[src/rtl/core/one_shot_trigger_bank_defines.svh]
// Assertion macros for the one-shot trigger bank.
`ifndef ONE_SHOT_TRIGGER_BANK_DEFINES_SVH
`define ONE_SHOT_TRIGGER_BANK_DEFINES_SVH

`ifndef NO_ASSERTIONS

// Check a property on every clock edge outside reset.
`define OTB_ASSERT(lbl, prop, msg) \
  lbl: assert property (@(posedge clk_i) disable iff (!rst_ni) (prop)) else $error(msg);

// Check that a condition implies a consequence in the same cycle.
`define OTB_ASSERT_IMP(lbl, ante, cons, msg) \
  `OTB_ASSERT(lbl, (ante) |-> (cons), msg)

// Check that a condition implies a consequence in the next cycle.
`define OTB_ASSERT_NXT(lbl, ante, cons, msg) \
  `OTB_ASSERT(lbl, (ante) |=> (cons), msg)

`else

`define OTB_ASSERT(lbl, prop, msg)
`define OTB_ASSERT_IMP(lbl, ante, cons, msg)
`define OTB_ASSERT_NXT(lbl, ante, cons, msg)

`endif

`endif

[src/rtl/core/otb_pkg.sv]
// Shared types and constants of the one-shot trigger bank.
package otb_pkg;

  localparam int unsigned CHANNELS_DEF  = 8;
  localparam int unsigned TICK_BITS_DEF = 16;

  localparam logic OP_SET  = 1'b0;
  localparam logic OP_TICK = 1'b1;

  typedef struct packed {
    logic        op;
    logic [2:0]  trigger_index;
    logic [15:0] tick_count;
    logic        arm;
  } in_t;

  typedef struct packed {
    logic       fired;
    logic [2:0] fired_index;
    logic       last;
  } out_t;

  typedef enum logic {
    ST_IDLE,
    ST_SCAN
  } state_e;

  typedef struct packed {
    logic set;        // write one channel from the request
    logic tick;       // count down every nonzero channel, capture the fire vector
    logic advance;    // step the scan one channel
    logic emit_null;  // load a fired=0 result
    logic emit_fire;  // load a fired=1 result for the current channel
  } cmd_t;

  typedef struct packed {
    logic pend_empty;
    logic pend_bit0;
    logic rest_empty;
    logic slot_free;
  } sts_t;

endpackage

[src/rtl/core/otb_ctrl.sv]
// Control state machine of the one-shot trigger bank.
module otb_ctrl import otb_pkg::*; (
  input  logic clk_i,
  input  logic rst_ni,
  input  logic in_valid_i,
  input  logic op_i,
  input  sts_t sts_i,
  output logic in_ready_o,
  output cmd_t cmd_o
);

  state_e state_q, state_d;

  always_ff @(posedge clk_i or negedge rst_ni) begin
    if (!rst_ni) begin
      state_q <= ST_IDLE;
    end else begin
      state_q <= state_d;
    end
  end

  always_comb begin
    state_d = state_q;
    case (state_q)
      ST_IDLE: begin
        if (in_valid_i && sts_i.slot_free && (op_i == OP_TICK)) begin
          state_d = ST_SCAN;
        end
      end
      ST_SCAN: begin
        if (sts_i.pend_empty) begin
          if (sts_i.slot_free) begin
            state_d = ST_IDLE;
          end
        end else if (sts_i.pend_bit0 && sts_i.slot_free && sts_i.rest_empty) begin
          state_d = ST_IDLE;
        end
      end
      default: state_d = ST_IDLE;
    endcase
  end

  always_comb begin
    in_ready_o = 1'b0;
    cmd_o      = '0;
    case (state_q)
      ST_IDLE: begin
        in_ready_o = sts_i.slot_free;
        if (in_valid_i && sts_i.slot_free) begin
          if (op_i == OP_TICK) begin
            cmd_o.tick = 1'b1;
          end else begin
            cmd_o.set       = 1'b1;
            cmd_o.emit_null = 1'b1;
          end
        end
      end
      ST_SCAN: begin
        if (sts_i.pend_empty) begin
          cmd_o.emit_null = sts_i.slot_free;
        end else if (!sts_i.pend_bit0) begin
          cmd_o.advance = 1'b1;
        end else if (sts_i.slot_free) begin
          cmd_o.emit_fire = 1'b1;
          cmd_o.advance   = 1'b1;
        end
      end
      default: begin
        in_ready_o = 1'b0;
      end
    endcase
  end

endmodule

[src/rtl/core/otb_datapath.sv]
// Channel counters, fire scan and result register of the one-shot trigger bank.
module otb_datapath import otb_pkg::*; #(
  parameter int unsigned CHANNELS  = CHANNELS_DEF,
  parameter int unsigned TICK_BITS = TICK_BITS_DEF
) (
  input  logic clk_i,
  input  logic rst_ni,
  input  cmd_t cmd_i,
  input  in_t  req_i,
  input  logic out_ready_i,
  output sts_t sts_o,
  output logic out_valid_o,
  output out_t out_o
);

  localparam int unsigned PtrW = (CHANNELS > 1) ? $clog2(CHANNELS) : 1;

  logic [TICK_BITS-1:0] cnt_q [CHANNELS];
  logic [CHANNELS-1:0]  armed_q;
  logic [CHANNELS-1:0]  fire_vec;
  logic [CHANNELS-1:0]  pend_q;
  logic [PtrW-1:0]      ptr_q;
  logic                 out_valid_q;
  out_t                 out_q;

  for (genvar i = 0; i < CHANNELS; i++) begin : g_chan
    logic sel;
    logic near_zero;

    assign sel       = (int'(req_i.trigger_index) == i);
    // Zero or one now means zero after this tick.
    assign near_zero = (cnt_q[i] <= TICK_BITS'(1));
    assign fire_vec[i] = armed_q[i] && near_zero;

    always_ff @(posedge clk_i or negedge rst_ni) begin
      if (!rst_ni) begin
        cnt_q[i]   <= '0;
        armed_q[i] <= 1'b0;
      end else if (cmd_i.set && sel) begin
        cnt_q[i]   <= TICK_BITS'(req_i.tick_count);
        armed_q[i] <= req_i.arm;
      end else if (cmd_i.tick) begin
        if (cnt_q[i] != '0) begin
          cnt_q[i] <= cnt_q[i] - TICK_BITS'(1);
        end
        if (fire_vec[i]) begin
          armed_q[i] <= 1'b0;
        end
      end
    end
  end

  // Pending fire bits shift down as the scan pointer moves up.
  always_ff @(posedge clk_i or negedge rst_ni) begin
    if (!rst_ni) begin
      pend_q <= '0;
      ptr_q  <= '0;
    end else if (cmd_i.tick) begin
      pend_q <= fire_vec;
      ptr_q  <= '0;
    end else if (cmd_i.advance) begin
      pend_q <= pend_q >> 1;
      ptr_q  <= ptr_q + PtrW'(1);
    end
  end

  always_ff @(posedge clk_i or negedge rst_ni) begin
    if (!rst_ni) begin
      out_valid_q <= 1'b0;
    end else if (cmd_i.emit_null || cmd_i.emit_fire) begin
      out_valid_q <= 1'b1;
    end else if (out_ready_i) begin
      out_valid_q <= 1'b0;
    end
  end

  always_ff @(posedge clk_i) begin
    if (cmd_i.emit_fire) begin
      out_q.fired       <= 1'b1;
      out_q.fired_index <= 3'(ptr_q);
      out_q.last        <= sts_o.rest_empty;
    end else if (cmd_i.emit_null) begin
      out_q.fired       <= 1'b0;
      out_q.fired_index <= 3'd0;
      out_q.last        <= 1'b1;
    end
  end

  assign sts_o.pend_empty = (pend_q == '0);
  assign sts_o.pend_bit0  = pend_q[0];
  assign sts_o.rest_empty = ((pend_q >> 1) == '0);
  assign sts_o.slot_free  = !out_valid_q || out_ready_i;

  assign out_valid_o = out_valid_q;
  assign out_o       = out_q;

endmodule

[src/rtl/core/one_shot_trigger_bank.sv]
// Top level of the one-shot trigger bank: controller, datapath and checks.
// A set request's result is registered and valid in the cycle after acceptance.
// A tick first counts down and captures the fire vector, then scans one channel
// per cycle, stalling at a fired channel while the result register is full.
// Throughput: one set request per cycle while results drain freely.
// Reset (rst_ni, async, active low) zeroes all counts and armed flags.
`include "one_shot_trigger_bank_defines.svh"

module one_shot_trigger_bank import otb_pkg::*; #(
  parameter int unsigned CHANNELS  = CHANNELS_DEF,
  parameter int unsigned TICK_BITS = TICK_BITS_DEF
) (
  input  logic clk_i,
  input  logic rst_ni,
  input  logic in_valid_i,
  output logic in_ready_o,
  input  in_t  in_req_i,
  output logic out_valid_o,
  input  logic out_ready_i,
  output out_t out_res_o
);

  // Commands from the controller, status back from the datapath.
  cmd_t cmd;
  sts_t sts;

  // The controller owns the handshake. In idle it takes a request whenever
  // the result register is free or being drained; a tick moves it into the
  // scan state, which walks the captured fire vector low channel first.
  otb_ctrl u_ctrl (
    .clk_i      (clk_i),
    .rst_ni     (rst_ni),
    .in_valid_i (in_valid_i),
    .op_i       (in_req_i.op),
    .sts_i      (sts),
    .in_ready_o (in_ready_o),
    .cmd_o      (cmd)
  );

  // The datapath holds one count and armed flag per channel. A tick counts
  // every nonzero channel down at once, disarms armed channels that reach
  // zero and keeps their bits as the pending vector; the scan then shifts
  // it down one channel a cycle, held at a set bit while the result
  // register is full, and emits a result per set bit, last when no higher bit remains.
  otb_datapath #(
    .CHANNELS  (CHANNELS),
    .TICK_BITS (TICK_BITS)
  ) u_datapath (
    .clk_i       (clk_i),
    .rst_ni      (rst_ni),
    .cmd_i       (cmd),
    .req_i       (in_req_i),
    .out_ready_i (out_ready_i),
    .sts_o       (sts),
    .out_valid_o (out_valid_o),
    .out_o       (out_res_o)
  );

  // A result with nothing fired always closes its request.
  `OTB_ASSERT_IMP(a_null_is_last, out_valid_o && !out_res_o.fired, out_res_o.last, "null result not last")
  // Never load a result into a register that still holds one.
  `OTB_ASSERT_IMP(a_emit_slot_free, cmd.emit_fire || cmd.emit_null, sts.slot_free, "result overwritten")
  // Hold off new requests while the scan is stepping.
  `OTB_ASSERT_IMP(a_no_ready_in_scan, cmd.advance, !in_ready_o, "request taken during scan")
  // An accepted tick always enters the scan.
  `OTB_ASSERT_NXT(a_tick_scans, in_valid_i && in_ready_o && (in_req_i.op == OP_TICK), !in_ready_o, "tick did not scan")

endmodule
[config.mk]
export PLATFORM = sky130hd
export DESIGN_NAME = one_shot_trigger_bank
export DESIGN_NICKNAME = d
export VERILOG_FILES = /design/src/rtl/core/otb_pkg.sv /design/src/rtl/core/otb_ctrl.sv /design/src/rtl/core/otb_datapath.sv /design/src/rtl/core/one_shot_trigger_bank.sv
export VERILOG_INCLUDE_DIRS = /design/src /design/src/rtl/core
export SDC_FILE = /design/constraint.sdc
export NUM_CORES = 1
export LEC_CHECK = 0
export BUFFER_PORTS_ARGS = -buffer_cell sky130_fd_sc_hd__buf_2
export CORE_MARGIN = 4
export CORE_UTILIZATION = 63
export CTS_CLUSTER_DIAMETER = 100
export CTS_CLUSTER_SIZE = 30
export DETAILED_ROUTE_END_ITERATION = 7
export PLACE_DENSITY_LB_ADDON = 0.08
export SYNTH_ARGS = -nofsm -noshare
export SYNTH_HDL_FRONTEND = slang
export SYNTH_SLANG_ARGS = --single-unit
export TNS_END_PERCENT = 50
[constraint.sdc]
create_clock -name clk_i -period 3.2 [get_ports clk_i]
set_clock_uncertainty 0.1 [all_clocks]
set_input_delay 0.32 -clock clk_i [delete_from_list [all_inputs] [get_ports clk_i]]
set_output_delay 0.32 -clock clk_i [all_outputs]
set_load 0.01 [all_outputs]
==> impl_results.md <==
* Mapped Nets at 1,075
* Register clock-pin slew on the reported worst setup and hold paths at around 0.060 ns
* Num rows at between 40 and 50
* Height of the chip at around 130 µm
* IO Count at 32
* Reg2Reg Setup Slack at 0.53 ns
* Fin crit share at 83.3%
* P_int at between 0.005 and 0.006 W
* Pre-CTS setup slack at 0.559 ns
* Reg-to-Reg End: u_datapath.pend_q[4]
* Sw Share at between 40% and 50%
* Layout Nets at 1,091
* RSZ-0062 raised after global routing: false
* Fin crit period at 2.67 ns
* Gate power share at about 37%
* Worst Tran Pin Value at 1.03 ns
* DRT iter0 DRCs at approximately 950
* Net switching power at around 0.0036 W
* H-tree depth at 4
* Avg Inst Size Synth at a little under 9 µm²
* Worst VDD drop at between 500 and 600 µV
* PD cells at between 800 and 900 nW/µm²
* Area after DPL at between 9000 and 10,000 µm²
* Reg2reg path depth at 5
* GP Congestion at 0.945
* Max Cap Viol at 0
* Yosys reg bits at between 150 and 200
* Drc violations at 0
* Crit-path max FO at 19
* Via density at between 6 and 7
* Top Metal Used: met5
* Status: finished clean
* Most common cell in the netlist: dfrtp_1
* First-pass GRT wire length at ~41,000 µm
* Post-synth EDFFs at 4
* CTS root buf: clkbuf_16
* Initial antenna violation count at 1
* Seq pwr share at a little over two fifths
* Finished layout cell area at around 10,000 µm²
* CTS Buffer Depth at 2
* Worst Hold Path Cells at 3
* Syn. warnings at 0
* Normalized max-slew margin at between 30% and 40%
* Final WS setup at roughly 0.53 ns
* Area leader, netlist: dfrtp_1
* PortBufs at 31
* Core area at 14,000 µm²
* DIE AREA at 16,500 µm²
* Critical Path Start: u_datapath.out_valid_o
* Setup TNS at 0 ns
* Number of global-route vias before repair at between 7,000 and 8,000
* CTS tree: done
* Pre-antenna DRT Iters at 5
* Worst Setup EP: u_datapath.pend_q[4]
* Post-cts gate resize count at 0
* Asr flop ratio synth at between 90% and 100%
* Final Hold Fails at 0
* Worst-skew pair later-pin latency at roughly 0.43 ns
* Total Routing Usage GR at approximately a third
* Mapped cell area at between 9000 and 10,000 µm²
* Worst endpoint required time at about 3.4 ns
* Final setup violation count at 0
* Hold Crit Class: in -> reg
* Final Max Tran Viols at 0
* Global route total overflow at 0
* Worst r2r src: u_datapath.out_valid_o
* Sequential area share after synthesis at 42.3%
* WL met2 at 11,700 µm
* Commonest cells post-synth: dfrtp_1 (149), nand2_1 (143), nor2_1 (69)
* CP Class: reg -> reg
* Top cell type's share of synthesized area at approximately two fifths
* Leak at ~4.1 nW
* DP Wirelength at about 17,000 µm
* Most used DFF post-synth: dfrtp_1
* Hold Worst Slack at around 0.15 ns
* WP data arrival at around 2.9 ns
* Remaining antenna violation count at 0
* Chip width at ~130 µm
* CTS Buf Count at 17
* Initial core utilization at between 60% and 70%
* Mapped Cells at between 1,000 and 1,500
* Detailed-route wire length per cell at 20.8 µm
* Layout area overhead at 10.3%
* Top cells by area, synth: dfrtp_1 (41%), nand2_1 (5.9%), o211ai_1 (3.6%)
* Antenna cell count at 0
* Setup crit end kind: register
* Clk sinks at 154
* Routed met1 length at roughly 11,000 µm
* Setup crit start kind: register
* Netlist cell types at slightly below 70
* Largest net degree at the start of global routing at between 60 and 70
* DRT Wirelength at 25,800 µm
* Ratio of cells with drive above 1 in the final layout at approximately 11%
* Vias at 8,567
* Metal3 WL at approximately 2200 µm
* Clk pwr share at a little over a fifth
* FMAX at between 300 and 400 MHz
* Total power at roughly 0.0091 W
registers in the layout, summed over array words and instances, names as in the netlist:
register and count:
u_ctrl.state_q 1, u_datapath.armed_q 8, u_datapath.cnt_q 128, u_datapath.out_o 5, u_datapath.out_valid_o 1, u_datapath.pend_q 8
u_datapath.ptr_q 3
layout by cell type, fill, tap and decap left out, types with 20 or more instances in the layout:
cell        n
dfrtp_1   149
o21ai_0    62
o211ai_1   44
nand3_1    54
nand2_1   143
a21oi_1    25
a221o_1    29
nor2_1     68
nor3_1     29
or4_1      24
buf_4      28
inv_1      30
o311ai_0   27
buf_2      30
ha_1       20
or3_1      22
nor4_1     30
cells by family (layout without fill, tap and decap cells):
group	Yosys count	after routing	synth area share [%]
adder cells (fa/ha/maj)	20	20	2.74
buffers and inverters	94	123	4.33
flip-flops	154	154	42.3
XOR/XNOR	15	15	1.44
AO/OA/AOI/OAI	272	272	21.8
multiplexers	13	13	1.49
AND/OR/NAND/NOR	462	462	25.9
critical path, cell delays in order (launching register included):
cell	delay [ns]
dfrtp_1	0.36
nor2b_2	0.84
nand2_1	0.18
o211ai_1	0.49
nand2_1	0.34
a2bb2oi_1	0.22
layer usage:
metal | track usage (%) | vias up
met4 | 14.7 | 2
met1 | 44.9 | 4150
met3 | 4.90 | 80
met2 | 49.3 | 383
li1 | - | 3952
met5 | 0 | -
worst min-delay path by stage:
stage,startpoint,to,slack [ns]
after CTS,in_req_i[0],u_datapath.armed_q[1],0.14
after detailed placement,rst_ni,u_datapath.cnt_q[123],0.22
after global placement,rst_ni,u_datapath.cnt_q[123],0.22
final,in_req_i[0],u_datapath.armed_q[1],0.15
after global routing,in_req_i[0],u_datapath.armed_q[3],0.15
after floorplan,rst_ni,u_ctrl.state_q,-0.08
per-stage QoR:
| step | util, % | std cells |
|---|---|---|
| 5_1_grt | 71.8 | 1239 |
| 3_3_place_gp | 67.9 | 1206 |
| 3_5_place_dp | 67.9 | 1206 |
| 2_1_floorplan | - | 1030 |
| 6_report | 71.8 | 1239 |
| 4_1_cts | 71.8 | 1239 |
cell type report:
| cell class | count | area, µm² |
|---|---|---|
| timing repair buffer | 61 | 402 |
| tap | 180 | 225 |
| clock inverter | 10 | 101 |
| sequential | 154 | 3870 |
| fill | 1092 | 3960 |
| inverter | 30 | 113 |
| multi-input combinational | 782 | 4930 |
| clock buffer | 22 | 444 |
power groups by stage:
| stage | clock network, W | logic (W) | registers [W] |
|---|---|---|---|
| after floorplan | 0 | 0.00256 | 0.00350 |
| after global routing | 0.00201 | 0.00378 | 0.00389 |
| after global placement | 0 | 0.00323 | 0.00371 |
| after CTS | 0.00193 | 0.00335 | 0.00372 |
| final | 0.00191 | 0.00338 | 0.00376 |
| after detailed placement | 0 | 0.00331 | 0.00372 |
timing repair:
action | in CTS | in global routing
hold endpoints to repair | 54 | 0
buffers inserted | 0 | 0
hold buffers | 1 | 0
Note: power is estimated with default switching activity, not from simulation.
